[config.mk]
export PLATFORM = sky130hd
export DESIGN_NAME = hpil_device_interface
export DESIGN_NICKNAME = d
export VERILOG_FILES = /design/src/rtl/hpil_pkg.sv /design/src/rtl/hpil_device_interface.sv
export SDC_FILE = /design/constraint.sdc
export NUM_CORES = 1
export LEC_CHECK = 0
export BUFFER_PORTS_ARGS = -buffer_cell sky130_fd_sc_hd__buf_2
export CAP_MARGIN = 10
export CORE_ASPECT_RATIO = 0.7
export CORE_MARGIN = 2
export CORE_UTILIZATION = 51
export CTS_CLUSTER_DIAMETER = 120
export DETAILED_ROUTE_END_ITERATION = 10
export GPL_ROUTABILITY_DRIVEN = 0
export HOLD_SLACK_MARGIN = 0.02
export PLACE_DENSITY = 0.76
export SLEW_MARGIN = 20
export SYNTH_ARGS = -nofsm -noshare
export SYNTH_HDL_FRONTEND = slang
export SYNTH_SLANG_ARGS = --single-unit
[constraint.sdc]
create_clock -name clk -period 2.1 [get_ports clk]
set_input_delay 0.105 -clock clk [delete_from_list [all_inputs] [get_ports clk]]
set_output_delay 0.105 -clock clk [all_outputs]
set_load 0.05 [all_outputs]
[src/rtl/hpil_pkg.sv]
// Shared types, frame codes and the device-ID table of the loop device interface.
package hpil_pkg;

  localparam int FRAME_W = 11;
  localparam int BYTE_W  = 8;
  localparam int PTR_W   = 4;
  localparam int IN_TDATA_W  = 16;
  localparam int OUT_TDATA_W = 24;

  // Address assigned by the auto-address unconfigure command.
  localparam logic [4:0] DEFAULT_ADDRESS = 5'd31;

  // Frame classes, bits 10..8.
  localparam logic [2:0] CLASS_CMD   = 3'b100;
  localparam logic [2:0] CLASS_READY = 3'b101;

  localparam logic [FRAME_W-1:0] EOT_FRAME = 11'h540;

  // Command groups, payload bits 7..5.
  localparam logic [2:0] GRP_UNIVERSAL = 3'd0;
  localparam logic [2:0] GRP_LISTEN    = 3'd1;
  localparam logic [2:0] GRP_TALK      = 3'd2;
  localparam logic [2:0] GRP_SPECIAL   = 3'd4;

  localparam logic [7:0] CMD_SDC = 8'd4;
  localparam logic [7:0] CMD_DCL = 8'd20;
  localparam logic [4:0] LOW_UNADDRESS = 5'd31;
  localparam logic [4:0] LOW_IFC = 5'd16;
  localparam logic [4:0] LOW_AAU = 5'd26;

  localparam logic [7:0] RDY_NRD = 8'd66;
  localparam logic [7:0] RDY_SST = 8'd97;
  localparam logic [7:0] RDY_SDI = 8'd98;
  localparam logic [7:0] RDY_SAI = 8'd99;
  localparam logic [7:0] RDY_AAD_LIMIT = 8'h9E;

  localparam logic [7:0] CHAR_CR = 8'd13;
  localparam logic [PTR_W-1:0] ID_LEN = 4'd10;

  // Configuration register indexes.
  localparam logic CFG_ACCESSORY_ID = 1'b0;
  localparam logic CFG_STATUS_BYTE  = 1'b1;

  // Bit 1 is the listen/active flag, bit 0 the talker flag.
  typedef enum logic [1:0] {
    ROLE_IDLE     = 2'b00,
    ROLE_TALKER   = 2'b01,
    ROLE_LISTENER = 2'b10,
    ROLE_ACTIVE   = 2'b11
  } role_t;

  function automatic logic [7:0] dev_id_char(input logic [PTR_W-1:0] idx);
    logic [7:0] c;
    case (idx)
      4'd0:    c = 8'h4D;
      4'd1:    c = 8'h43;
      4'd2:    c = 8'h30;
      4'd3:    c = 8'h30;
      4'd4:    c = 8'h37;
      4'd5:    c = 8'h30;
      4'd6:    c = 8'h31;
      4'd7:    c = 8'h41;
      4'd8:    c = 8'h0D;
      4'd9:    c = 8'h0A;
      default: c = 8'h00;
    endcase
    return c;
  endfunction

endpackage

[src/rtl/hpil_device_interface.sv]
// Loop device interface: listener/talker decode of loop frames for a display accessory.

// One loop frame is accepted per clock cycle while the slave side is not stalled. A frame
// taken into the input register is decoded there against the role, address and
// ID-pointer registers and written to the result register, which drives the master side.
// The result register holds an item until the master side takes it; while it waits, one
// more frame can sit in the input register before the slave side stalls. The device
// state advances when a frame moves from the input register to the result register, so
// frames are handled strictly in order. The configuration port is always ready and takes
// one write per cycle.
module hpil_device_interface #(
  parameter logic [4:0] DEFAULT_ADDRESS = hpil_pkg::DEFAULT_ADDRESS
) (
  input  logic        clk,
  input  logic        rst,
  input  logic        s_tvalid,
  output logic        s_tready,
  // s_tdata: [10:0] loop_frame, [15:11] zero
  input  logic [hpil_pkg::IN_TDATA_W-1:0] s_tdata,
  output logic        m_tvalid,
  input  logic        m_tready,
  // m_tdata: [10:0] out_frame, [11] display_valid, [19:12] display_byte,
  //          [20] display_clear, [23:21] zero
  output logic [hpil_pkg::OUT_TDATA_W-1:0] m_tdata,
  input  logic        cfg_valid,
  output logic        cfg_ready,
  input  logic        cfg_index,
  input  logic [7:0]  cfg_data
);

  logic [7:0] accessory_id;
  logic [7:0] status_byte;

  hpil_pkg::role_t role, role_next;
  logic [7:0] loop_address, loop_address_next;
  logic [hpil_pkg::PTR_W-1:0] id_pointer, id_pointer_next;

  logic in_valid;
  logic [hpil_pkg::FRAME_W-1:0] in_frame;

  logic out_valid;
  logic [hpil_pkg::FRAME_W-1:0] out_frame, out_frame_next;
  logic out_display_valid, display_valid_next;
  logic [7:0] out_display_byte, display_byte_next;
  logic out_display_clear, display_clear_next;

  logic advance;
  logic [7:0] payload;
  logic [2:0] frame_class;
  logic [2:0] cmd_group;
  logic [4:0] cmd_low;
  logic [4:0] my_address;
  logic is_data;

  logic [hpil_pkg::PTR_W-1:0] id_index;
  logic [7:0] id_char;
  logic [hpil_pkg::PTR_W-1:0] id_step;
  logic id_done;

  assign advance   = in_valid && (!out_valid || m_tready);
  assign s_tready  = !in_valid || advance;
  assign cfg_ready = 1'b1;

  assign payload     = in_frame[7:0];
  assign frame_class = in_frame[10:8];
  assign cmd_group   = payload[7:5];
  assign cmd_low     = payload[4:0];
  assign my_address  = loop_address[4:0];
  assign is_data     = !in_frame[10];

  // Next device-ID character and where the pointer goes after sending it.
  assign id_index = id_pointer - 4'd1;
  assign id_char  = hpil_pkg::dev_id_char(id_index);
  always_comb begin
    if (id_pointer == '0) begin
      id_step = '0;
    end else if (id_index < hpil_pkg::ID_LEN) begin
      id_step = (id_char == hpil_pkg::CHAR_CR) ? '0 : 4'(id_pointer + 4'd1);
    end else begin
      id_step = '0;
    end
  end
  assign id_done = (id_step == '0);

  // Next state of role, address and ID pointer.
  always_comb begin
    role_next         = role;
    loop_address_next = loop_address;
    id_pointer_next   = id_pointer;
    if (is_data) begin
      if (role == hpil_pkg::ROLE_ACTIVE) begin
        id_pointer_next = id_step;
        if (id_done) begin
          role_next = hpil_pkg::ROLE_TALKER;
        end
      end
    end else if (frame_class == hpil_pkg::CLASS_CMD) begin
      case (cmd_group)
        hpil_pkg::GRP_LISTEN: begin
          if (cmd_low == hpil_pkg::LOW_UNADDRESS) begin
            if (!role[0]) role_next = hpil_pkg::ROLE_IDLE;
          end else if (cmd_low == my_address) begin
            role_next = hpil_pkg::ROLE_LISTENER;
          end
        end
        hpil_pkg::GRP_TALK: begin
          if (cmd_low == my_address) begin
            role_next = hpil_pkg::ROLE_TALKER;
          end else if (role[0]) begin
            role_next = hpil_pkg::ROLE_IDLE;
          end
        end
        hpil_pkg::GRP_SPECIAL: begin
          if (cmd_low == hpil_pkg::LOW_IFC) begin
            role_next = hpil_pkg::ROLE_IDLE;
          end else if (cmd_low == hpil_pkg::LOW_AAU) begin
            loop_address_next = {3'b000, DEFAULT_ADDRESS};
          end
        end
        default: begin
        end
      endcase
    end else if (frame_class == hpil_pkg::CLASS_READY) begin
      if (!payload[7]) begin
        if (role[0]) begin
          case (payload)
            hpil_pkg::RDY_NRD: id_pointer_next = '0;
            hpil_pkg::RDY_SST: role_next = hpil_pkg::ROLE_ACTIVE;
            hpil_pkg::RDY_SDI: begin
              id_pointer_next = 4'd2;
              role_next       = hpil_pkg::ROLE_ACTIVE;
            end
            hpil_pkg::RDY_SAI: role_next = hpil_pkg::ROLE_ACTIVE;
            default: begin
            end
          endcase
        end
      end else if (payload < hpil_pkg::RDY_AAD_LIMIT && !loop_address[7]) begin
        loop_address_next = payload;
      end
    end
  end

  // Result item for the frame in the input register.
  always_comb begin
    out_frame_next     = in_frame;
    display_valid_next = 1'b0;
    display_byte_next  = '0;
    display_clear_next = 1'b0;
    if (is_data) begin
      if (role == hpil_pkg::ROLE_ACTIVE) begin
        if (id_done) begin
          out_frame_next = hpil_pkg::EOT_FRAME;
        end else begin
          out_frame_next = {3'b000, id_char};
        end
      end else if (role == hpil_pkg::ROLE_LISTENER) begin
        display_valid_next = 1'b1;
        display_byte_next  = payload;
      end
    end else if (frame_class == hpil_pkg::CLASS_CMD) begin
      if (cmd_group == hpil_pkg::GRP_UNIVERSAL) begin
        if (payload == hpil_pkg::CMD_SDC) begin
          display_clear_next = role[1];
        end else if (payload == hpil_pkg::CMD_DCL) begin
          display_clear_next = 1'b1;
        end
      end
    end else if (frame_class == hpil_pkg::CLASS_READY) begin
      if (!payload[7]) begin
        if (role[0]) begin
          case (payload)
            hpil_pkg::RDY_SST: out_frame_next = {3'b000, status_byte};
            hpil_pkg::RDY_SDI: out_frame_next = {3'b000, hpil_pkg::dev_id_char('0)};
            hpil_pkg::RDY_SAI: out_frame_next = {3'b000, accessory_id};
            default: begin
            end
          endcase
        end
      end else if (payload < hpil_pkg::RDY_AAD_LIMIT && !loop_address[7]) begin
        out_frame_next = 11'(in_frame + 11'd1);
      end
    end
  end

  always_ff @(posedge clk) begin
    if (rst) begin
      accessory_id <= 8'd50;
      status_byte  <= 8'd0;
    end else if (cfg_valid && cfg_ready) begin
      case (cfg_index)
        hpil_pkg::CFG_ACCESSORY_ID: accessory_id <= cfg_data;
        hpil_pkg::CFG_STATUS_BYTE:  status_byte  <= cfg_data;
        default: begin
        end
      endcase
    end
  end

  always_ff @(posedge clk) begin
    if (rst) begin
      in_valid     <= 1'b0;
      out_valid    <= 1'b0;
      role         <= hpil_pkg::ROLE_IDLE;
      loop_address <= '0;
      id_pointer   <= '0;
    end else begin
      if (s_tvalid && s_tready) begin
        in_valid <= 1'b1;
      end else if (advance) begin
        in_valid <= 1'b0;
      end
      if (advance) begin
        out_valid    <= 1'b1;
        role         <= role_next;
        loop_address <= loop_address_next;
        id_pointer   <= id_pointer_next;
      end else if (m_tready) begin
        out_valid <= 1'b0;
      end
    end
  end

  always_ff @(posedge clk) begin
    if (s_tvalid && s_tready) begin
      in_frame <= s_tdata[hpil_pkg::FRAME_W-1:0];
    end
    if (advance) begin
      out_frame         <= out_frame_next;
      out_display_valid <= display_valid_next;
      out_display_byte  <= display_byte_next;
      out_display_clear <= display_clear_next;
    end
  end

  assign m_tvalid = out_valid;
  assign m_tdata  = {3'b000, out_display_clear, out_display_byte, out_display_valid, out_frame};

`ifndef ASSERT_OFF
  // A data frame taken while addressed listener reaches the display unchanged.
  assert property (@(posedge clk) disable iff (rst)
    (advance && is_data && role == hpil_pkg::ROLE_LISTENER)
      |=> (out_display_valid && out_frame == $past(in_frame)))
    else $error("listener data frame not handed to the display");

  // The ID pointer stops at the CR character and never runs past it.
  assert property (@(posedge clk) disable iff (rst)
    id_pointer <= 4'd9)
    else $error("device-ID pointer ran past the end of the string");

  // Only a ready frame makes the device an active talker.
  assert property (@(posedge clk) disable iff (rst)
    (role == hpil_pkg::ROLE_ACTIVE && $past(role) != hpil_pkg::ROLE_ACTIVE)
      |-> $past(advance && frame_class == hpil_pkg::CLASS_READY))
    else $error("active talker entered without a ready frame");
`endif

endmodule

-- Word-level counts from Yosys, hierarchy flattened
Memories as Yosys holds them, arrays and structs flattened.
Cells that the tools add are included.
- memory bits (read-only): 112
- logic and storage cells: 132
- register bits: 64
- memories kept: 1
- output and inout bits: 27
- input bits: 30
- $lt $le $gt $ge: 2
- reductions and logical operators: 28
- multiplexer cells: 48
- equality and inequality tests: 35
- bitwise logic cells: 2
- $add $sub $neg: 3
- memory list (memory ; depth ; bits a word ; read ports ; clocked after memory_dff ; write ports ; RTL line ; RTL):
    (no name shown) ; 16 ; 7 ; 1 ; 0 ; 0 ; hpil_pkg.sv:54 ; case (idx)
- operators by type and width (operator ; count):
    $mux 11 ; 8
    $mux 8 ; 7
    $mux 4 ; 9
    $pmux 11 s3 ; 1
    $eq 8x7->1 const B ; 4
    $mux 2 ; 14
    $reduce_and 8->1 ; 2
    $eq 5x5->1 const B ; 3
    $reduce_bool 2->1 ; 7
    $reduce_and 12->1 ; 1
    $add 11x1->11 const B ; 1
    $ne 5x5->1 const B ; 2
    $eq 3x3->1 const B ; 3
    $ne 3x2->1 const B ; 3
    $eq 8x3->1 const B ; 1
    $eq 8x4->1 const B ; 1
    $eq 8x5->1 const B ; 1
    $logic_not 4->1 ; 2
    $lt 8x8->1 const B ; 1
    $ne 2x2->1 const B ; 4
    $ne 4x4->1 const B ; 2
    $pmux 4 s2 ; 1
    $mux 1 ; 7
    $reduce_and 7->1 ; 1
    other kinds (20) ; 32

-- Logic depth before layout (Yosys ltp)
Gate-level depths: netlist of run 1.
An unclocked memory read counts as a cell.
- word-level depth: 10
- gate-level depth with buffers: 10
- mapped depth without buffers: 9

-- Least setup slack after synthesis of run 1
No wires, ideal clock.
- path kind: register -> register
- from: reg in_frame[0] in the netlist's numbering
- to: reg role[1]
- buffers on the path: 1
- cell stages (with the launch flop): 11
- slack: -0.195 ns
- library setup time: 0.115 ns
- arrival: 2.181 ns
- required time: 1.985 ns
- path through: edfxtp_1 ha_1 clkbuf_1 and3_1 ha_1 nand4_1 nor3_1 o32ai_1 o2111ai_2 o31a_1 o21a_1
- word-level cells in the longest chain between the ends: 5
- elaborated cells on any way between the ends: 18
- ends and longest elaborated chain (element ; RTL line ; RTL):
    start: declaration ; hpil_device_interface.sv:39 ; logic [hpil_pkg::FRAME_W-1:0] in_frame;
    start signal: assignment ; hpil_device_interface.sv:226 ; in_frame <= s_tdata[hpil_pkg::FRAME_W-1:0];
    branches (longest 5 deep; another with $reduce_and 12->1) ; -- ;
    end signal: assignment ; hpil_device_interface.sv:204 ; role <= hpil_pkg::ROLE_IDLE;
    end signal: assignment ; hpil_device_interface.sv:215 ; role <= role_next;
    end: declaration ; hpil_device_interface.sv:34 ; hpil_pkg::role_t role, role_next;
Several ways; the timed one is not identified.
A chain may end at the register's enable or synchronous reset.

-- Worst setup path after layout of run 1
- from: reg in_frame[1] in the netlist's numbering
- to: reg out_frame[3] in the netlist's numbering, data pin
- word-level cells in the longest chain between the ends: 7
- elaborated cells on any way between the ends: 13
- ends and longest elaborated chain (element ; RTL line ; RTL):
    branches (longest 3 deep; another with $add 11x1->11) ; -- ;
    $mux 11 (*) ; hpil_device_interface.sv:170 ; if (!payload[7]) begin
    $mux 11 (*) ; hpil_device_interface.sv:169 ; end else if (frame_class == hpil_pkg::CLASS_READY) begin
    $mux 11 (*) ; hpil_device_interface.sv:161 ; end else if (frame_class == hpil_pkg::CLASS_CMD) begin
    $mux 11 (*) ; hpil_device_interface.sv:150 ; if (is_data) begin
    net out_frame_next, one bit ; hpil_device_interface.sv:42 ; logic [hpil_pkg::FRAME_W-1:0] out_frame, out_frame_next;
    end signal: assignment ; hpil_device_interface.sv:229 ; out_frame <= out_frame_next;
    end: declaration ; hpil_device_interface.sv:42 ;
Mark *: on every way through the listed nets, which the timed path passes.

==> metrics.csv, run 1 <==
metric,value,unit
synth.distinct_cells,64,
power_density,615,nW/um^2
yosys.area_share.xor_xnor,0.0378,
crit_arrival,2.23,ns
cellLeakagePower,1.80,nW
routed_via_density,5.63,
met1_usage,0.342,
vdd_drop_max,0.000343,V
critPathLaunch,in_frame[1],
die_w,104,um
netlist_top_cells_area,"edfxtp_1 (27%), dfxtp_1 (17%), nand2_1 (4.8%)",
grt_use_met3,0.0710,
via_count,3187,
critPathCaptureType,register,
tightest_slew,0.539,ns
area_growth,31.9,%
clk_pin_slew,0.07,ns
overflow,0,
final_util,0.695,
cts_sinks,62,
first_global_vias,2872,
violations,negative setup slack,
grt_setup_unrepaired,true,
antenna_found_initial,0,
synth_cells,367,
place_inst,524,
dr.pass1.iters,5,
antenna_cells,0,
track_usage,0.244,
dp_slack,-0.0281,ns
core_area,6730,um^2
drt_iter0_markers,320,
grt_max_degree,22,
status,"finished, violations left",
cts_tree,built,
dieHeight,73.7,um
routed_wl,9.08,mm
fin_crit_sh,1.01,
routedWlPerCell,16.0,um
slew_viol_final,0,
yosys_warnings,0,
grt_util_met2,0.376,
synth_edf_count,32,
power,0.00287,W
cp-start-kind,register,
syn_area,3540,um^2
maxSlewHeadroom,0.640,
rr_startpoint,in_frame[1],
dieArea,7640,um^2
busiest_layer,met2,
fmax,0.470,GHz
synth_compound_area_frac,0.201,
hp-class,in2reg,
htreeDepth,3,
synth_top_area_frac,0.271,
ys_seq_area_frac,0.441,
synth-seq-cells,62,
num_rows,25,
cp_max_fo,5,
synth_top_family_by_area,simple AND/OR/NAND/NOR gates,
grt_pass1_wl,14.4,mm
numCtsBuffers,9,
ios,57,
start_util,0.527,
clockBufferDepth,2,
max_cap_viol_count,0,
setup_slack,-0.0294,ns
yosysTopAreaCell,edfxtp_1,
required,2.20,ns
postRouteAntennaNets,0,
hp-start,m_tready,
skew,0.00690,ns
nets,508,
synthArstFlopShare,0,
synthMuxAreaShare,0.0120,
finalHoldViolations,0,
clkLatencyLatePin,0.35,ns
critical_path_class,reg2reg,
fin_crit,2.13,ns
hpwl,6.28,mm
yosys.area_share.simple,0.209,
stdcell_count,566,
setup_viol,3,
cts_root_buf,clkbuf_8,
synth_flop_cell,edfxtp_1,
syn_area_per_cell,9.65,um^2
synthAdderAreaFrac,0.0389,
io_buffers,47,
drc_errors,0,
drive_gt1_frac,0.326,
==> through the flow <==
stage	TNS (ns)	cell area (um^2)	hold slack, ns
floorplan	-0.0865	3600	0.204
CTS	-0.0185	4570	0.0599
detailed placement	-0.0509	4110	0.283
finish	-0.0447	4670	0.0774
global placement	0	4110	0.283
global route	-0.532	4670	0.100
==> final timing paths <==
check,endpoint,slack (ns),cells past startpoint
hold / removal,m_tvalid,0.08,4
setup reg to reg,out_frame[3],-0.03,7
hold reg to reg,status_byte[2],0.46,2
setup / recovery,out_frame[3],-0.03,7
==> routing by layer <==
layer | vias up | part of all wire | wire length [um]
met1 | 1483 | 0.46 | 4170
met4 | 0 | 0.013 | 115
li1 | 1544 | - | -
met2 | 143 | 0.45 | 4060
met3 | 17 | 0.082 | 741
met5 | - | 0 | 0
==> worst max-delay path: stages, from the launching register on <==
cell and delay (ns):
edfxtp_1 0.45, buf_4 0.19, ha_1 0.20, or3_4 0.44
nand4_4 0.13, o21a_1 0.15, o31ai_1 0.08, a32o_1 0.23
==> registers in the layout, indices dropped and copies added (netlist names) <==
register,count
id_pointer,4
role,2
in_valid,1
out_display_byte,8
out_display_valid,1
loop_address,6
out_display_clear,1
in_frame,11
status_byte,8
out_frame,11
accessory_id,8
m_tvalid,1
==> area by class of cell <==
| class | count | area (um^2) |
|---|---|---|
| inverters | 12 | 45.0 |
| well taps | 94 | 118 |
| repair buffers | 115 | 820 |
| clock buffers | 11 | 174 |
| clock inverters | 5 | 36.3 |
| multi-input cells | 267 | 1910 |
| flip-flops and latches | 62 | 1570 |
| fillers | 507 | 2050 |
==> cell usage after synthesis (2+ instances only) <==
library cell and count:
a21oi_1 28, a221o_1 2, a221oi_1 5, a22o_1 2, a22oi_1 5, a311oi_1 3
a31oi_1 4, and2_1 12, and3_1 2, buf_2 6, buf_4 8, buf_6 2
clkbuf_1 13, conb_1 2, dfxtp_1 30, edfxtp_1 32, ha_1 11, inv_1 11
mux2_2 2, mux2i_1 2, nand2_1 45, nand2b_1 7, nand3_1 19, nor2_1 18
nor2b_1 7, nor3_1 7, nor3_2 4, nor3b_1 2, o2111ai_2 2, o211ai_1 2
o21a_1 3, o21ai_0 17, o21ai_1 3, o221a_2 5, o221ai_1 2, o22ai_1 2
o31ai_1 3, or3b_1 2, xnor2_1 9, xnor2_4 2
==> layout by cell type, fill, tap and decap left out, types with 5 or more instances in the layout <==
cell / count
and2_1: 12
nand2b_1: 7
buf_4: 44
a22oi_1: 5
dlygate4sd3_1: 20
nand2_1: 45
nor2b_1: 7
xnor2_1: 9
a21oi_1: 27
nor3_2: 5
buf_2: 47
nor3_1: 5
nand3_1: 19
clkbuf_8: 9
inv_1: 9
o21ai_0: 14
o221a_2: 5
edfxtp_1: 32
o21ai_1: 6
dfxtp_1: 27
ha_1: 7
nor2_1: 16
==> logic make-up (layout without fill, tap and decap cells) <==
kind of cell | count (synthesis) | in the layout
compound gates | 100 | 100
xor+xnor | 11 | 11
fa+ha+maj | 11 | 11
buf+inv | 41 | 143
flops | 62 | 62
mux | 4 | 4
other cells | 2 | 4
simple gates | 136 | 137
==> timing repair <==
action / in CTS / in global routing
cloned: 1 / 0
buffers inserted: 1 / 4
pin swaps: 2 / 6
setup endpoints to repair: 3 / 12
resized for setup: 5 / 18
hold buffers: 20 / 0
endpoints found under the hold margin: 27 / 0
==> power breakdown <==
part           internal (W)  switching (W)  leakage [nW]
logic              0.000174       0.000264          1.14
registers           0.00132      0.0000347         0.557
clock network      0.000576       0.000498         0.107
total               0.00207       0.000797          1.80
Note: power is estimated with default switching activity, not from simulation.
==> inputs of run 2 (changes only) <==
CTS_BUF_LIST = sky130_fd_sc_hd__clkbuf_16   (was unset)
==> metrics.csv, run 2 (synthesis gave the netlist of run 1 again) <==
metric,value,unit,change
rr_startpoint,in_frame[1],,
top_regs,"in_frame: 11 flops, out_frame: 11 flops",,
comb_power_share,0.134,,-0.019
hp-start,cfg_data[6],,
power_density,694,nW/um^2,+13%
drive_gt1_frac,0.335,,+0.00848
critPathLaunch,in_frame[1],,
crit_arrival,2.20,ns,-0.03 ns
grt_max_degree,22,,unchanged
cp_slowest_cell,edfxtp_1,,
clockBufferDepth,2,,unchanged
nets,505,,-0.59%
switching_share,0.259,,-0.0189
grt_pass1_wl,14.3,mm,-0.48%
fillers,484,,-4.5%
drc_errors,0,,unchanged
maxSlewHeadroom,0.633,,-0.00621
violations,negative setup slack,,
fin_crit,2.12,ns,-0.00602 ns
slew_viol_final,0,,unchanged
num_rows,25,,unchanged
fmax,0.471,GHz,+0.28%
seq_power_share,0.413,,-0.060
place_area,4110,um^2,unchanged
grt_setup_unrepaired,true,,
final_common_cell,buf_2,,
finalHoldViolations,0,,unchanged
power.switching,0.000853,W,+7.0%
clk_pin_slew,0.06,ns,about the same
htreeDepth,3,,unchanged
first_global_vias,2888,,+0.56%
critPathCaptureType,register,,
via_count,3242,,+1.7%
cellLeakagePower,1.84,nW,+2.1%
cp_max_fo,5,,unchanged
drt_iter0_markers,355,,+11%
ios,57,,unchanged
cts_sinks,62,,unchanged
max_cap_viol_count,0,,unchanged
io_buffers,47,,unchanged
dr.pass1.iters,6,,+1
p_clk_frac,0.453,,+0.079
status,"finished, violations left",,
skew,0.00645,ns,-0.000451 ns
cp_cell_sequence,buf_4 > ha_1 > or3_4 > nand4_4 > o21a_1 > o31ai_1 > a32o_1,,
postRouteAntennaNets,0,,unchanged
required,2.17,ns,-0.03 ns
routedWlPerCell,16.6,um,+3.3%
power,0.00330,W,+15%
antenna_found_initial,0,,unchanged
cts_tree,built,,
hp-class,in2reg,,
core_area,6730,um^2,unchanged
vdd_drop_max,0.000483,V,+41%
track_usage,0.243,,-0.00167
numCtsBuffers,9,,unchanged
start_util,0.527,,unchanged
layout_common_cells,"buf_2 (47), nand2_1 (45), buf_4 (44), edfxtp_1 (32)",,
p_int,0.00245,W,+18%
dieHeight,73.7,um,unchanged
area_growth,34.2,%,
setup_tns,-0.0386,ns,+0.00604 ns
stdcell_area,4750,um^2,+1.8%
overflow,0,,unchanged
cts_root_buf,clkbuf_16,,
setup_slack,-0.0234,ns,+0.00602 ns
clkLatencyLatePin,0.33,ns,-0.02 ns
hpwl,6.28,mm,unchanged
tightest_slew,0.550,ns,+0.0104 ns
critical_path_class,reg2reg,,
dieArea,7640,um^2,unchanged
setup_viol,2,,-1
routed_wl,9.32,mm,+2.7%
fin_crit_sh,1.01,,-0.00287
antenna_cells,0,,unchanged
max_stage_delay,0.45,ns,about the same
routed_via_density,5.76,,+2.3%
die_w,104,um,unchanged
cp-start-kind,register,,
## run 2: cell types whose count changed in the layout (fill, tap and decap cells not counted)
cell and delta:
a221oi_1 -1, a221oi_2 +1, and2_1 -1, and2_4 +1, clkbuf_16 +9, clkbuf_8 -9, dlygate4sd3_1 -3, nor2b_1 -1
nor2b_2 +1, o21ai_0 -1, o21ai_1 +1
## run 2: final timing paths
check	to	slack [ns]	depth (start not counted)
setup / recovery	out_frame[3]	-0.02	7
setup reg to reg	out_frame[3]	-0.02	7
hold / removal	accessory_id[6]	0.03	3
hold reg to reg	accessory_id[2]	0.46	2
## run 2: worst max-delay path, delay by kind of cell, from the launching register on
family	cells	cell delay [ns]
AOI/OAI and AO/OA	3	0.47
adders and majority gates	1	0.19
buffers and inverters	1	0.19
DFF	1	0.45
and+or+nand+nor	2	0.58
## run 2: power groups by stage
| stage | logic [W] | registers (W) | clock network [W] |
|---|---|---|---|
| detailed placement | 0.000385 | 0.00139 | 0 |
| floorplan | 0.000212 | 0.00143 | 0 |
| global route | 0.000468 | 0.00137 | 0.00156 |
| global placement | 0.000377 | 0.00138 | 0 |
| finish | 0.000441 | 0.00136 | 0.00150 |
| CTS | 0.000414 | 0.00136 | 0.00151 |
## run 2: timing repair
item / CTS / global route
hold endpoints to repair: 17 / 0
pin swaps: 1 / 7
hold buffers: 17 / 0
cloned: 0 / 1
endpoints found under the setup margin: 3 / 12
resized for setup: 6 / 21
buffers inserted: 1 / 4
## run 2: cell type report
cell class / instances / area, um^2 / share of cell area
Multi-Input combinational cell: 267 / 1920 / 0.405
Timing Repair Buffer: 112 / 790 / 0.166
Tap cell: 94 / 118 / 0.0247
Inverter: 12 / 45.0 / 0.00948
Clock inverter: 5 / 36.3 / 0.00763
Sequential cell: 62 / 1570 / 0.329
Clock buffer: 11 / 275 / 0.0579
## run 2: layer usage
layer / GRT usage / wire (um)
met1: 0.332 / 3980
met2: 0.377 / 4120
met3: 0.0621 / 979
met4: 0.0886 / 238
met5: 0 / 0
## run 2: per-stage QoR
step | setup slack [ns] | util | cells | hold slack, ns
after global routing | -0.109 | 0.707 | 563 | 0.0433
after detailed placement | -0.0281 | 0.612 | 524 | 0.283
final | -0.0234 | 0.707 | 563 | 0.0254
after global placement | 0.0273 | 0.612 | 524 | 0.283
after floorplan | -0.0750 | - | 369 | 0.204
after CTS | -0.0164 | 0.688 | 558 | 0.0234
